## src/rtl/core/dad_pkg.sv

```systemverilog
`timescale 1ns / 1ps

package dad_pkg;

  localparam logic [3:0]  MonthsPerYear = 4'd12;
  localparam logic [3:0]  MonthFeb      = 4'd2;
  localparam logic [13:0] YearMax       = 14'h3FFF;
  // floor(y * Recip25 >> RecipShift) == floor(y / 25) for every 14-bit y
  localparam logic [12:0] Recip25       = 13'd5243;
  localparam int          RecipShift    = 17;
  localparam logic [4:0]  Cycle25       = 5'd25;

  typedef struct packed {
    logic [4:0]  start_day;
    logic [3:0]  start_month;
    logic [13:0] start_year;
    logic [14:0] days_to_add;
  } in_t;

  typedef struct packed {
    logic [4:0]  end_day;
    logic [3:0]  end_month;
    logic [13:0] end_year;
  } out_t;

  typedef struct packed {
    logic load;      // capture the word, start the divide by 25
    logic calc_mod;  // form year mod 25
    logic init;      // form day of year plus count
    logic step;      // take off one month
  } cmd_t;

  typedef struct packed {
    logic walk_done;
  } status_t;

  function automatic logic [4:0] month_len(input logic [3:0] month, input logic leap);
    logic [4:0] len;
    unique case (month)
      4'd2:                      len = leap ? 5'd29 : 5'd28;
      4'd4, 4'd6, 4'd9, 4'd11:   len = 5'd30;
      default:                   len = 5'd31;
    endcase
    return len;
  endfunction

  // days in the months before this one, common year
  function automatic logic [8:0] days_before(input logic [3:0] month);
    logic [8:0] d;
    unique case (month)
      4'd2:    d = 9'd31;
      4'd3:    d = 9'd59;
      4'd4:    d = 9'd90;
      4'd5:    d = 9'd120;
      4'd6:    d = 9'd151;
      4'd7:    d = 9'd181;
      4'd8:    d = 9'd212;
      4'd9:    d = 9'd243;
      4'd10:   d = 9'd273;
      4'd11:   d = 9'd304;
      4'd12:   d = 9'd334;
      default: d = 9'd0;
    endcase
    return d;
  endfunction

endpackage

```

## src/rtl/core/dad_ctrl.sv

```systemverilog
`timescale 1ns / 1ps

module dad_ctrl import dad_pkg::*; (
  input  logic    clk,
  input  logic    rst_n,
  input  logic    start,
  input  status_t status,
  output cmd_t    cmd,
  output logic    busy,
  output logic    out_valid
);

  typedef enum logic [1:0] {ST_IDLE, ST_MOD, ST_INIT, ST_WALK} state_t;

  state_t state_r;
  logic   out_valid_r;

  always_ff @(posedge clk) begin
    if (!rst_n) begin
      state_r     <= ST_IDLE;
      out_valid_r <= 1'b0;
    end else begin
      out_valid_r <= 1'b0;
      unique case (state_r)
        ST_IDLE: if (start) state_r <= ST_MOD;
        ST_MOD:  state_r <= ST_INIT;
        ST_INIT: state_r <= ST_WALK;
        ST_WALK: begin
          if (status.walk_done) begin
            out_valid_r <= 1'b1;
            state_r     <= ST_IDLE;
          end
        end
        default: state_r <= ST_IDLE;
      endcase
    end
  end

  always_comb begin
    cmd          = '0;
    cmd.load     = (state_r == ST_IDLE) && start;
    cmd.calc_mod = (state_r == ST_MOD);
    cmd.init     = (state_r == ST_INIT);
    cmd.step     = (state_r == ST_WALK) && !status.walk_done;
  end

  assign busy      = (state_r != ST_IDLE);
  assign out_valid = out_valid_r;

endmodule

```

## src/rtl/core/dad_datapath.sv

```systemverilog
`timescale 1ns / 1ps

module dad_datapath import dad_pkg::*; (
  input  logic    clk,
  input  in_t     in_data,
  input  cmd_t    cmd,
  output status_t status,
  output out_t    out_data
);

  logic [4:0]  day_r;
  logic [3:0]  month_r;
  logic [13:0] year_r;
  logic [14:0] add_r;
  logic [9:0]  quot_r;
  logic [4:0]  mod25_r;
  logic [15:0] remain_r;
  logic [3:0]  m_r;

  logic [26:0] recip_prod;
  logic [13:0] quot_x25;
  logic [13:0] mod_diff;
  logic        leap;
  logic [4:0]  len_cur;
  logic [15:0] doy_sum;

  assign recip_prod = 27'(in_data.start_year) * 27'(Recip25);
  assign quot_x25   = 14'(quot_r) * 14'(Cycle25);
  assign mod_diff   = year_r - quot_x25;

  // divisible by 4, and not by 100 unless by 400 (400 = 16 * 25)
  assign leap    = (year_r[1:0] == 2'b00) && ((mod25_r != 5'd0) || (year_r[3:0] == 4'd0));
  assign len_cur = month_len(m_r, leap);

  assign doy_sum = 16'(day_r) + 16'(add_r) + 16'(days_before(month_r))
                 + 16'(leap && (month_r > MonthFeb));

  always_ff @(posedge clk) begin
    if (cmd.load) begin
      day_r   <= (in_data.start_day == 5'd0) ? 5'd1 : in_data.start_day;
      month_r <= (in_data.start_month == 4'd0)        ? 4'd1 :
                 (in_data.start_month > MonthsPerYear) ? MonthsPerYear :
                                                         in_data.start_month;
      year_r  <= in_data.start_year;
      add_r   <= in_data.days_to_add;
      quot_r  <= recip_prod[RecipShift +: 10];
    end
    if (cmd.calc_mod) begin
      mod25_r <= mod_diff[4:0];
    end
    if (cmd.init) begin
      remain_r <= doy_sum;
      m_r      <= 4'd1;
    end
    if (cmd.step) begin
      remain_r <= remain_r - 16'(len_cur);
      if (m_r == MonthsPerYear) begin
        m_r    <= 4'd1;
        year_r <= year_r + 14'd1;
        // the year wraps to zero, which is a multiple of 25
        if (year_r == YearMax || mod25_r == Cycle25 - 5'd1) begin
          mod25_r <= 5'd0;
        end else begin
          mod25_r <= mod25_r + 5'd1;
        end
      end else begin
        m_r <= m_r + 4'd1;
      end
    end
  end

  assign status.walk_done = (remain_r <= 16'(len_cur));

  assign out_data.end_day   = remain_r[4:0];
  assign out_data.end_month = m_r;
  assign out_data.end_year  = year_r;

endmodule

```

## src/rtl/core/date_add_days_core.sv

```systemverilog
`timescale 1ns / 1ps
// Channel   Handshake               Word
// input     start, busy             in_data  (start_day, start_month, start_year, days_to_add)
// result    out_valid (strobe)      out_data (end_day, end_month, end_year)
//
// A word is taken when start is high and busy is low; busy then stays high
// while year mod 25 and the day of year are formed and N months are walked (up
// to about 1090, one month per cycle), and the result strobe follows in the next cycle.
// Reset (rst_n low, synchronous) returns the controller to idle and drops
// any word in flight. The result is shown for one cycle and cannot be stalled.

module date_add_days_core import dad_pkg::*; (
  input  logic clk,
  input  logic rst_n,
  input  logic start,
  input  in_t  in_data,
  output logic busy,
  output logic out_valid,
  output out_t out_data
);

  cmd_t    cmd;
  status_t status;

  // Controller: idle -> year mod 25 -> day of year -> month walk -> strobe.
  dad_ctrl u_ctrl (
    .clk       (clk),
    .rst_n     (rst_n),
    .start     (start),
    .status    (status),
    .cmd       (cmd),
    .busy      (busy),
    .out_valid (out_valid)
  );

  // Datapath: holds the word, the running remainder, month and year.
  dad_datapath u_dp (
    .clk      (clk),
    .in_data  (in_data),
    .cmd      (cmd),
    .status   (status),
    .out_data (out_data)
  );

  // A taken word makes the block busy on the next cycle.
  a_accept_busy: assert property (@(posedge clk) disable iff (!rst_n)
    (start && !busy) |=> busy)
    else $error("accepted word did not raise busy");

  // The result strobe lasts one cycle.
  a_strobe_single: assert property (@(posedge clk) disable iff (!rst_n)
    out_valid |=> !out_valid)
    else $error("result strobe longer than one cycle");

  // A result carries a real month and a nonzero day.
  a_result_range: assert property (@(posedge clk) disable iff (!rst_n)
    out_valid |-> (out_data.end_month >= 4'd1 && out_data.end_month <= MonthsPerYear
                   && out_data.end_day != 5'd0))
    else $error("result date out of range");

  // The strobe comes only at the end of a busy stretch.
  a_strobe_after_busy: assert property (@(posedge clk) disable iff (!rst_n)
    out_valid |-> (!busy && $past(busy)))
    else $error("result strobe without a busy stretch");

endmodule

```

## config.mk

```make
export PLATFORM = sky130hd
export DESIGN_NAME = date_add_days_core
export DESIGN_NICKNAME = d
export VERILOG_FILES = /design/src/rtl/core/dad_pkg.sv /design/src/rtl/core/dad_ctrl.sv /design/src/rtl/core/dad_datapath.sv /design/src/rtl/core/date_add_days_core.sv
export SDC_FILE = /design/constraint.sdc
export NUM_CORES = 1
export LEC_CHECK = 0
export ABC_AREA = 1
export BUFFER_PORTS_ARGS = -buffer_cell sky130_fd_sc_hd__buf_2
export CAP_MARGIN = 20
export CORE_MARGIN = 3
export CORE_UTILIZATION = 24
export DETAILED_ROUTE_END_ITERATION = 10
export GPL_ROUTABILITY_DRIVEN = 0
export PLACE_DENSITY = 0.44
export SLEW_MARGIN = 20
export SYNTH_ARGS = -nofsm -noshare
export SYNTH_HDL_FRONTEND = slang
export SYNTH_SLANG_ARGS = --single-unit
```

## constraint.sdc

```tcl
create_clock -name clk -period 5.9 [get_ports clk]
set_input_delay 0.885 -clock clk [delete_from_list [all_inputs] [get_ports clk]]
set_output_delay 0.885 -clock clk [all_outputs]
set_load 0.03 [all_outputs]
```

==> metrics.txt, run 1 <==
area of placed instances 9341 um^2; clock insertion delay at the later pin of the skew report 0.34 ns; most used cells in the layout excluding fill and tap cells nand2_1 (253), inv_1 (251), ha_1 (123); fraction of synthesized cell area in xor and xnor cells 0.03162; number of H-tree levels 3; area delta synth->final 12.68%; post-synthesis net count 1321; max-slew headroom at the worst pin 0.4798; TritonCTS sink count 71; remaining global-route overflow 0; number of input and output port buffers inserted 65; total die area 38080 um^2; post-synthesis instance area 8586 um^2; fraction of power spent switching nets 0.5208; count of mapped cells out of synthesis 1087; sequential fraction of design power 0.199; LEAKAGE 4.988 nW; type of the tightest min-delay check reg2reg; starting DRC count in detailed routing 229; status completed; worst setup path endpoint u_dp.quot_r[2]; Synth Area in Compound Gates 0.06558; simple-gate area share of the yosys netlist 0.2101; antenna violation net count after detailed routing 0; Int Pwr 2.539 mW; most common cell after layout, fill and taps aside nand2_1; clock tree from TritonCTS done; max-slew violations 0; total area of multi-input combinational cells 5579 um^2; worst-case clock skew 0.01490 ns; combinational family with the most area after synthesis adder cells; number of design rule violations left after detail routing 0; Diodes inserted 0; fraction of the mapped netlist area in adder cells 0.3425; number of hold-slack violations in the final timing report 0; Yosys reg bits 71; origin of the critical flop-to-flop path u_dp.mod25_r[0]; antenna violations before repair 0; type of the worst setup path in2reg; First-pass DRT Iterations 7; total net switching power 2.759 mW; CTS Hold Bufs 0; IR Drop Worst-Case VDD 231.1 uV; power per standard cell area 547.6 nW/um^2; origin of the worst setup path in_data[26]; cell count of the worst reg-to-reg path 15; RSZ-0062 raised after global routing no; final std cell area, no fill 9674 um^2; buffer depth of the longest clock path 2; width of the chip 195.1 um; Seq. cell area 1912 um^2; number of max-cap violations 0; register clock-pin slew on the reported worst setup and hold paths 0.07 ns; CP Capture Type flop; all-layer global routing usage 0.1186; mean cell area of the mapped netlist 7.899 um^2; final wirelength 21.76 mm; register-to-register setup slack 2.20 ns; Final min period 4.560 ns; number of top-level pins 66; average wire length per cell after detail routing 13.57 um; number of failing setup endpoints in the final timing report 0; unique cell type count in the Yosys netlist 42; maximum achievable frequency 219.3 MHz; hold slack 0.5541 ns; cell at the root of the clock tree clkbuf_16; estimated wirelength of the detail-placed design 18.64 mm; vertical extent of the die 195.1 um; part of the power in combinational logic 0.687; type of origin of the critical path input port; measured slew at the worst slew-check pin 0.7784 ns; share of cells above drive strength 1 0.09495; via/cell ratio 4.117; core box area 34880 um^2; number of fill cells in the layout 3881; share of total power in the clock network 0.113; multiplexer area fraction after synthesis 0; vias in the first global route 6873; share of the clock period used by the worst path after layout 0.7729; number of buffers inserted by post-CTS setup repair 0; fraction of the yosys area taken by sequential cells 0.2227; required time of the worst setup path 6.00 ns; destination of the worst register-to-register timing path u_dp.remain_r[10]; number of CTS-inserted buffers 9; Yosys warnings 0; Pwr Total 5.297 mW; pin count of the biggest net entering global routing 32; largest fanout of any net on the critical path 8; TNS Setup 0 ns; arrival time at the worst endpoint 4.66 ns; first-pass GRT wire length 36.18 mm; total vias in the final route 6599; std cell rows 68; number of gates given a new drive strength after cts 0; final layout net count 1377; starting density of the core 0.2461
==> final cells by class <==
class	count	area share
Clock buffer	14	0.03285
Clock inverter	2	0.001552
Inverter	252	0.09803
Multi-Input combinational cell	743	0.5767
Sequential cell	71	0.1976
Tap cell	455	0.05885
Timing Repair Buffer	66	0.03440
==> worst min-delay path by stage <==
stage,slack [ns],end,cells past startpoint,from
final,0.55,u_ctrl.state_r[1],2,u_ctrl.state_r[1]
after global routing,0.60,u_ctrl.state_r[1],2,u_ctrl.state_r[1]
after CTS,0.56,u_ctrl.state_r[1],2,u_ctrl.state_r[1]
after detailed placement,0.55,u_ctrl.state_r[1],2,u_ctrl.state_r[1]
after global placement,0.55,u_ctrl.state_r[1],2,u_ctrl.state_r[1]
after floorplan,0.50,u_ctrl.state_r[1],2,u_ctrl.state_r[1]
==> synthesized netlist by cell type, drive strengths merged <==
cell type	number	area [um^2]
xor2	16	140.1
clkbuf	10	37.54
o31ai	1	7.510
o22ai	1	6.260
nand2	257	979.7
inv	252	948.4
o41ai	1	8.760
nand3b	6	48.80
or2	5	31.28
a21oi	30	161.4
nor3	12	65.06
buf	11	108.9
o21ai	58	312.8
and2	2	12.51
a21boi	1	7.510
nor3b	2	15.01
nand4	11	68.82
o21bai	5	37.54
o21a	1	7.510
xnor2	15	131.4
ha	123	1539
dfxtp	22	440.4
nor2	66	275.3
a31oi	1	6.260
a22oi	1	7.510
edfxtp	49	1471
fa	70	1401
nand3	58	307.8
==> metrics by stage <==
step	util	setup slack (ns)	instances
2_1_floorplan	-	1.422	1087
6_report	0.2773	1.340	1603
5_1_grt	0.2773	1.078	1603
3_3_place_gp	0.2678	0.9735	1587
4_1_cts	0.2773	1.331	1603
3_5_place_dp	0.2678	0.9593	1587
==> metal layers <==
metal / global-route usage / share of wire
met5: 0 / 0
met4: 0.02245 / 0.0071
met3: 0.02346 / 0.041
met2: 0.2106 / 0.49
met1: 0.1504 / 0.47
==> power groups by stage <==
stage / clock, mW / sequential (mW) / combinational, mW
floorplan: 0 / 1.10 / 2.70
detailed placement: 0 / 1.07 / 3.68
CTS: 0.623 / 1.06 / 3.71
global placement: 0 / 1.07 / 3.69
finish: 0.601 / 1.06 / 3.64
global route: 0.641 / 1.09 / 4.29
==> sequential cells by signal (all words and copies together) (netlist names) <==
name,flops
u_dp.quot_r,5
u_dp.add_r,15
u_dp.month_r,4
u_dp.year_r,14
u_dp.remain_r,16
u_ctrl.state_r,2
u_ctrl.out_valid,1
u_dp.mod25_r,5
u_dp.m_r,4
u_dp.day_r,5
==> logic make-up (layout without fill, tap and decap cells) <==
kind of cell | after synthesis | in the layout
and+or+nand+nor | 419 | 419
buffers and inverters | 273 | 334
adders and majority gates | 193 | 193
AOI/OAI and AO/OA | 100 | 100
DFF | 71 | 71
xor gates and xnor gates | 31 | 31
==> worst max-delay path: stages <==
cell	delay [ns]
buf_2	0.23
fa_1	0.46
ha_1	0.28
inv_1	0.05
fa_1	0.47
inv_1	0.05
fa_1	0.52
inv_1	0.05
fa_1	0.53
inv_1	0.05
ha_1	0.32
nand2_1	0.08
nor2_1	0.23
inv_1	0.09
nor3_1	0.13
nand2_1	0.09
nand3_1	0.07
nand2_1	0.05
Power figures use the tool's default switching activity.
==> run 2, diff against run 1 <==
--- a/config.mk
+++ b/config.mk
@@ -12,7 +12,7 @@
 export CORE_UTILIZATION = 24
 export DETAILED_ROUTE_END_ITERATION = 10
 export GPL_ROUTABILITY_DRIVEN = 0
-export PLACE_DENSITY = 0.44
+export PLACE_DENSITY = 0.45
 export SLEW_MARGIN = 20
 export SYNTH_ARGS = -nofsm -noshare
 export SYNTH_HDL_FRONTEND = slang
==> constraint.sdc (replaced) <==
create_clock -name clk -period 3.95 [get_ports clk]
set_input_delay 0.5925 -clock clk [delete_from_list [all_inputs] [get_ports clk]]
set_output_delay 0.5925 -clock clk [all_outputs]
set_load 0.03 [all_outputs]
==> run 2 against run 1 <==
Clock-buffer cell count grew 1. Clock power grew 44%. Critical path depth shrank 2. Critical path type unchanged. Critical endpoint is now u_dp.quot_r[1].
==> metrics.txt, run 2 (synthesis results as in run 1) <==
status completed; CP Capture Type flop; type of origin of the critical path input port; antenna violation net count after detailed routing 0 (unchanged); starting DRC count in detailed routing 251 (+9.6%); TritonCTS sink count 71 (unchanged); topmost layer with routed signal wires met4; cell at the root of the clock tree clkbuf_16; TNS Setup 0 ns (unchanged); Diodes inserted 0 (unchanged); all-layer global routing usage 0.1208 (+0.002154); final std cell area, no fill 10650 um^2 (+10%); required time of the worst setup path 4.04 ns (-1.96 ns); CP bufs+invs 5 (-1); number of input and output port buffers inserted 65 (unchanged); most common cell after layout, fill and taps aside nand2_1; Int Pwr 4.599 mW (+81%); remaining global-route overflow 0 (unchanged); maximum achievable frequency 253.5 MHz; routed length on met1 10.43 mm (+2.9%); First-pass DRT Iterations 5 (-2); LEAKAGE 5.319 nW (+6.6%); number of H-tree levels 3 (unchanged); share of the clock period used by the worst path after layout 0.9989; number of max-cap violations 0 (unchanged); register containing the most flip-flops in the final layout u_dp.remain_r; via/cell ratio 4.160 (+1.1%); RSZ-0062 raised after global routing yes; detailed route wirelength on metal2 10.93 mm (+3.2%); antenna violations before repair 0 (unchanged); final layout net count 1439 (+4.5%); cell count after placement 1646 (+3.7%); estimated wirelength of the detail-placed design 18.93 mm (+1.5%); Pwr Total 9.262 mW (+75%); part of the power in combinational logic 0.740 (+0.053); number of hold-slack violations in the final timing report 0 (unchanged); area delta synth->final 24.00%; critical path cell sequence buf_8, buf_12, fa_1, ha_1, inv_1, fa_1, fa_1, fa_1, inv_2, ha_4, nand2_4, buf_4, o21ai_0, a21oi_1, nand3_1, nand2_1; power per standard cell area 870.0 nW/um^2 (+59%); max-slew violations 0 (unchanged); number of CTS-inserted buffers 9 (unchanged); total net switching power 4.663 mW (+69%); worst-case clock skew 0.008277 ns (-0.006620 ns); first-pass GRT wire length 36.94 mm (+2.1%); final wirelength 22.39 mm (+2.9%); setup ws final 0.004508 ns (-1.335 ns); area of placed instances 9968 um^2 (+6.7%); Final min period 3.945 ns; type of the worst setup path in2reg; most used cells in the layout excluding fill and tap cells nand2_1 (239), inv_1 (231), ha_1 (98); number of top-level pins 66 (unchanged); vertical extent of the die 195.1 um (unchanged); measured slew at the worst slew-check pin 0.7483 ns (-0.03013 ns); register clock-pin slew on the reported worst setup and hold paths 0.06 ns (about the same); core box area 34880 um^2 (unchanged); kind of cell with the highest combined delay on the critical path adder cells; buffer depth of the longest clock path 2 (unchanged); met3 routed WL 665 um (-25%); slowest cell delay on critical path 0.50 ns (-0.03 ns); CTS Hold Bufs 0 (unchanged); sequential fraction of design power 0.167 (-0.032); width of the chip 195.1 um (unchanged); post-placement worst setup slack -0.4866 ns (-1.446 ns); number of failing setup endpoints in the final timing report 0 (unchanged); Largest register FFs 16 (unchanged); IR Drop Worst-Case VDD 371.9 uV (+61%); starting density of the core 0.2461 (unchanged); type of the tightest min-delay check in2reg; average wire length per cell after detail routing 13.44 um (-0.94%); arrival time at the worst endpoint 4.04 ns (-0.62 ns); total vias in the final route 6927 (+5.0%); number of fill cells in the layout 3804 (-2.0%); share of cells above drive strength 1 0.2050 (+0.1100); largest fanout of any net on the critical path 4 (-4); max-slew headroom at the worst pin 0.5000 (+0.02014); clock insertion delay at the later pin of the skew report 0.34 ns (about the same); Top cell by count, worst path fa_1; vias in the first global route 7083 (+3.1%); clock tree from TritonCTS done; number of design rule violations left after detail routing 0 (unchanged); Util after Layout 0.3052 (+0.02787); total die area 38080 um^2 (unchanged); pin count of the biggest net entering global routing 32 (unchanged); std cell rows 68 (unchanged); slowest library cell on the worst path fa_1; hold slack 0.4296 ns (-0.1246 ns); count of placed standard cells in the final layout, fillers left out 1665 (+3.9%); fraction of power spent switching nets 0.5035 (-0.01733); share of total power in the clock network 0.094 (-0.019); largest registers ranked by flip-flop count u_dp.remain_r (16), u_dp.add_r (15), u_dp.year_r (14)
[run 2: changes by cell type in the layout (fill, tap and decap cells not counted), moves of 4 or more]
| cell | previous run | this run |
|---|---|---|
| inv_2 | 0 | 18 |
| ha_2 | 0 | 5 |
| nand2_1 | 253 | 239 |
| nand2_4 | 1 | 7 |
| buf_12 | 0 | 4 |
| a21oi_1 | 27 | 19 |
| nand2_2 | 3 | 11 |
| inv_1 | 251 | 231 |
| ha_4 | 0 | 20 |
| a21oi_2 | 3 | 9 |
| buf_2 | 65 | 57 |
| ha_1 | 123 | 98 |
| buf_4 | 1 | 63 |
| nor2_1 | 61 | 57 |
[run 2: worst reg2reg max path: cells and delay by family, from the launching register on]
family	cells	cell delay (ns)
AOI/OAI and AO/OA	1	0.26
adders and majority gates	4	1.35
buffers and inverters	2	0.12
DFF	1	0.36
and+or+nand+nor	10	1.28
[run 2: cell type report]
type                       instances  area (um^2)  area share
sequential                        71         1912      0.1796
multi-input combinational        743         6008      0.5643
tap                              455        569.3     0.05347
clock inverter                     1        5.005   0.0004701
inverter                         252        954.7     0.08967
timing repair buffer             128        887.1     0.08332
clock buffer                      15        310.3     0.02915
[run 2: layer usage]
layer / global-route usage / up-vias
li1: - / 3618
met1: 0.1555 / 3218
met2: 0.2134 / 75
met3: 0.01639 / 16
met4: 0.03090 / 0
met5: 0 / -
[run 2: what timing repair did]
item                       4_1_cts  5_1_grt
resized for setup               25       57
setup buffers                    3        0
setup endpoints to repair        5        5
pin swaps                       27       51
[run 2: final timing paths]
path              cells past startpoint         startpoint                 to  slack, ns
setup reg to reg                     17    u_dp.mod25_r[0]  u_dp.remain_r[14]       0.31
hold reg to reg                       2  u_ctrl.state_r[1]  u_ctrl.state_r[1]       0.56
hold / removal                        1         in_data[4]      u_dp.add_r[4]       0.43
setup / recovery                     16        in_data[26]     u_dp.quot_r[1]      0.005
[run 2: power groups by stage]
stage          combinational (mW)  sequential (mW)  clock, mW
2_1_floorplan                4.41             1.65          0
3_5_place_dp                 6.24             1.56          0
4_1_cts                      6.50             1.55      0.904
6_report                     6.85             1.54      0.868
3_3_place_gp                 6.23             1.56          0
5_1_grt                      7.81             1.59      0.934
==> run 3, diff against run 2 <==
--- a/config.mk
+++ b/config.mk
@@ -5,14 +5,13 @@
 export SDC_FILE = /design/constraint.sdc
 export NUM_CORES = 1
 export LEC_CHECK = 0
-export ABC_AREA = 1
 export BUFFER_PORTS_ARGS = -buffer_cell sky130_fd_sc_hd__buf_2
 export CAP_MARGIN = 20
 export CORE_MARGIN = 3
-export CORE_UTILIZATION = 24
+export CORE_UTILIZATION = 55
 export DETAILED_ROUTE_END_ITERATION = 10
 export GPL_ROUTABILITY_DRIVEN = 0
-export PLACE_DENSITY = 0.45
+export PLACE_DENSITY = 0.82
 export SLEW_MARGIN = 20
 export SYNTH_ARGS = -nofsm -noshare
 export SYNTH_HDL_FRONTEND = slang
==> run 3 against run 2 <==
The flow now finishes with violations (negative setup slack). Clock power shrank 6.7%. Largest power group unchanged. Global-route usage grew 12 points. Critical path type unchanged. Maximum frequency shrank 9.7%.
==> metrics.txt, run 3 <==
Yosys warnings 0 (unchanged); number of input and output port buffers inserted 65 (unchanged); mean cell area of the mapped netlist 9.580 um^2 (+21%); clock tree from TritonCTS done; final layout net count 1163 (-19%); total die area 15460 um^2 (-59%); register containing the most flip-flops in the final layout u_dp.remain_r; count of mapped cells out of synthesis 804 (-26%); type of origin of the critical path input port; TritonCTS sink count 71 (unchanged); IR Drop Worst-Case VDD 414.4 uV (+11%); hold slack 0.4291 ns (-0.0004830 ns); share of the clock period used by the worst path after layout 1.106 (+0.1071); critical path cell sequence buf_12, fa_1, ha_1, inv_2, fa_1, inv_1, fa_1, inv_1, fa_1, inv_2, ha_4, nand4_1, a2111oi_4, o21ai_2, a21oi_2, buf_4, buf_6, xor2_1; Top cell by count, worst path fa_1; register-to-register setup slack 0.26 ns (-0.05 ns); Pwr Total 7.472 mW (-19%); number of stages on the worst hold path 1 (unchanged); First-pass DRT Iterations 5 (unchanged); cell at the root of the clock tree clkbuf_16; CP Capture Type flop; kind of cell with the highest combined delay on the critical path adder cells; CTS Hold Bufs 0 (unchanged); core box area 13450 um^2 (-61%); Diodes inserted 0 (unchanged); share of cells above drive strength 1 0.2184 (+0.01346); violations in the final reports negative setup slack; post-synthesis net count 1038 (-21%); Top FF cell, synth edfxtp_1; most used cells in the layout excluding fill and tap cells inv_1 (165), ha_1 (109), buf_4 (71); antenna violations before repair 0 (unchanged); type of the worst setup path in2reg; Largest register FFs 16 (unchanged); final std cell area, no fill 9273 um^2 (-13%); number of hold-slack violations in the final timing report 0 (unchanged); top cells by area in the synthesized netlist ha_1 (20%), edfxtp_1 (19%), fa_1 (18%); Seq. cell area 1912 um^2 (unchanged); total area of multi-input combinational cells 5241 um^2 (-13%); vias in the first global route 6472 (-8.6%); std cell rows 42 (-38%); clock insertion delay at the later pin of the skew report 0.34 ns (about the same); worst-case clock skew 0.009285 ns (+0.001008 ns); fraction of the yosys area taken by sequential cells 0.2482 (+0.02554); power per standard cell area 805.8 nW/um^2 (-7.4%); buffer depth of the longest clock path 2 (unchanged); Async S/R FF share, synth 0 (unchanged); width of the chip 124.3 um (-36%); LEAKAGE 4.437 nW (-17%); area of placed instances 8715 um^2 (-13%); max-slew headroom at the worst pin 0.4987 (-0.001227); register clock-pin slew on the reported worst setup and hold paths 0.06 ns (about the same); total stage count of the critical path 18 (+2); starting density of the core 0.5725 (+0.3264); count of placed standard cells in the final layout, fillers left out 1110 (-33%); area delta synth->final 20.39%; first-pass GRT wire length 30.26 mm (-18%); max-slew violations 0 (unchanged); largest registers ranked by flip-flop count u_dp.remain_r (16), u_dp.add_r (15), u_dp.year_r (14); post-placement worst setup slack -0.9803 ns (-0.4937 ns); average wire length per cell after detail routing 16.24 um (+21%); total vias in the final route 6109 (-12%); post-synthesis instance area 7702 um^2 (-10%); number of failing setup endpoints in the final timing report 5 (+5); slowest cell delay on critical path 0.51 ns (about the same); slowest library cell on the worst path fa_1; type of the tightest min-delay check in2reg; Final min period 4.369 ns (+0.4232 ns); maximum achievable frequency 228.9 MHz (-9.7%); TNS Setup -1.627 ns (-1.627 ns); RSZ-0062 raised after global routing yes; final wirelength 18.03 mm (-19%); antenna violation net count after detailed routing 0 (unchanged); vertical extent of the die 124.3 um (-36%); Yosys reg bits 71 (unchanged); measured slew at the worst slew-check pin 0.7475 ns (-0.0007257 ns); CP bufs+invs 7 (+2); most common cell after layout, fill and taps aside inv_1; all-layer global routing usage 0.2368 (+0.1161); number of CTS-inserted buffers 9 (unchanged); cell count of the worst reg-to-reg path 17 (unchanged); arrival time at the worst endpoint 4.46 ns (+0.42 ns); number of design rule violations left after detail routing 0 (unchanged); largest area contributor in the netlist ha_1; share of the synthesized area in the top cell type 0.1998 (+0.02056); unique cell type count in the Yosys netlist 59 (+40%); setup ws final -0.4187 ns (-0.4232 ns); number of synthesized flops with an enable pin 49 (unchanged); pin count of the biggest net entering global routing 25 (-22%); estimated wirelength of the detail-placed design 14.35 mm (-24%); number of H-tree levels 3 (unchanged); largest fanout of any net on the critical path 7 (+3); number of max-cap violations 0 (unchanged); starting DRC count in detailed routing 401 (+60%); required time of the worst setup path 4.04 ns (about the same); top cells by count, synth inv_1 (179), ha_1 (123), fa_1 (70); Util after Layout 0.6893 (+0.3841); top-count cell post-synth inv_1; number of top-level pins 66 (unchanged); cell count after placement 1091 (-34%); status finished with violations; number of fill cells in the layout 962 (-75%); remaining global-route overflow 0 (unchanged); via/cell ratio 5.504 (+32%)
[run 3: path summary, 6_finish.rpt]
| check | to | startpoint |
|---|---|---|
| worst max register to register | u_dp.year_r[5] | u_dp.mod25_r[0] |
| worst max-delay path | u_dp.quot_r[2] | in_data[25] |
| worst min register to register | u_dp.year_r[13] | u_dp.year_r[13] |
| worst min-delay path | u_dp.add_r[10] | in_data[10] |
[run 3: layer usage]
layer | global-route usage | share of wire
met5 | 0 | 0
met4 | 0.1025 | 0.029
met3 | 0.02187 | 0.047
met2 | 0.4173 | 0.51
met1 | 0.2963 | 0.41
[run 3: worst register-to-register path, stage by stage, from the launching register on]
cell	delay (ns)
dfxtp_1	0.40
inv_1	0.07
ha_1	0.21
nor4b_1	0.14
o21ai_1	0.20
nand2_1	0.17
nand2_1	0.10
nand2_1	0.05
o21ai_0	0.16
ha_1	0.19
inv_1	0.06
fa_1	0.41
and4_1	0.25
a21oi_2	0.27
a211o_1	0.32
buf_4	0.24
nor2_1	0.08
a211oi_1	0.28
[run 3: layout make-up]
| type | count | share of cell area |
|---|---|---|
| repair buffers | 135 | 0.09999 |
| clock inverters | 7 | 0.007691 |
| clock buffers | 9 | 0.02429 |
| well taps | 176 | 0.02375 |
| flip-flops and latches | 71 | 0.2062 |
| multi-input cells | 533 | 0.5652 |
| inverters | 179 | 0.07286 |
[run 3: logic make-up (layout without fill, tap and decap cells)]
kind of cell | Yosys count | after routing | share of synthesized area
buf+inv | 200 | 330 | 0.1015
fa+ha+maj | 193 | 193 | 0.3817
simple gates | 161 | 161 | 0.1015
compound gates | 125 | 125 | 0.1019
flops | 71 | 71 | 0.2482
xor+xnor | 43 | 43 | 0.04890
mux | 11 | 11 | 0.01624
[run 3: power breakdown]
group / total, mW / internal, mW / switching (mW)
combinational: 5.12 / 2.27 / 2.85
clock: 0.810 / 0.488 / 0.322
sequential: 1.55 / 1.25 / 0.294
[run 3: what timing repair did]
| item | CTS | global route |
|---|---|---|
| buffers inserted | 2 | 1 |
| pin swaps | 20 | 8 |
| endpoints found under the setup margin | 5 | 12 |
| gates resized for setup | 45 | 13 |
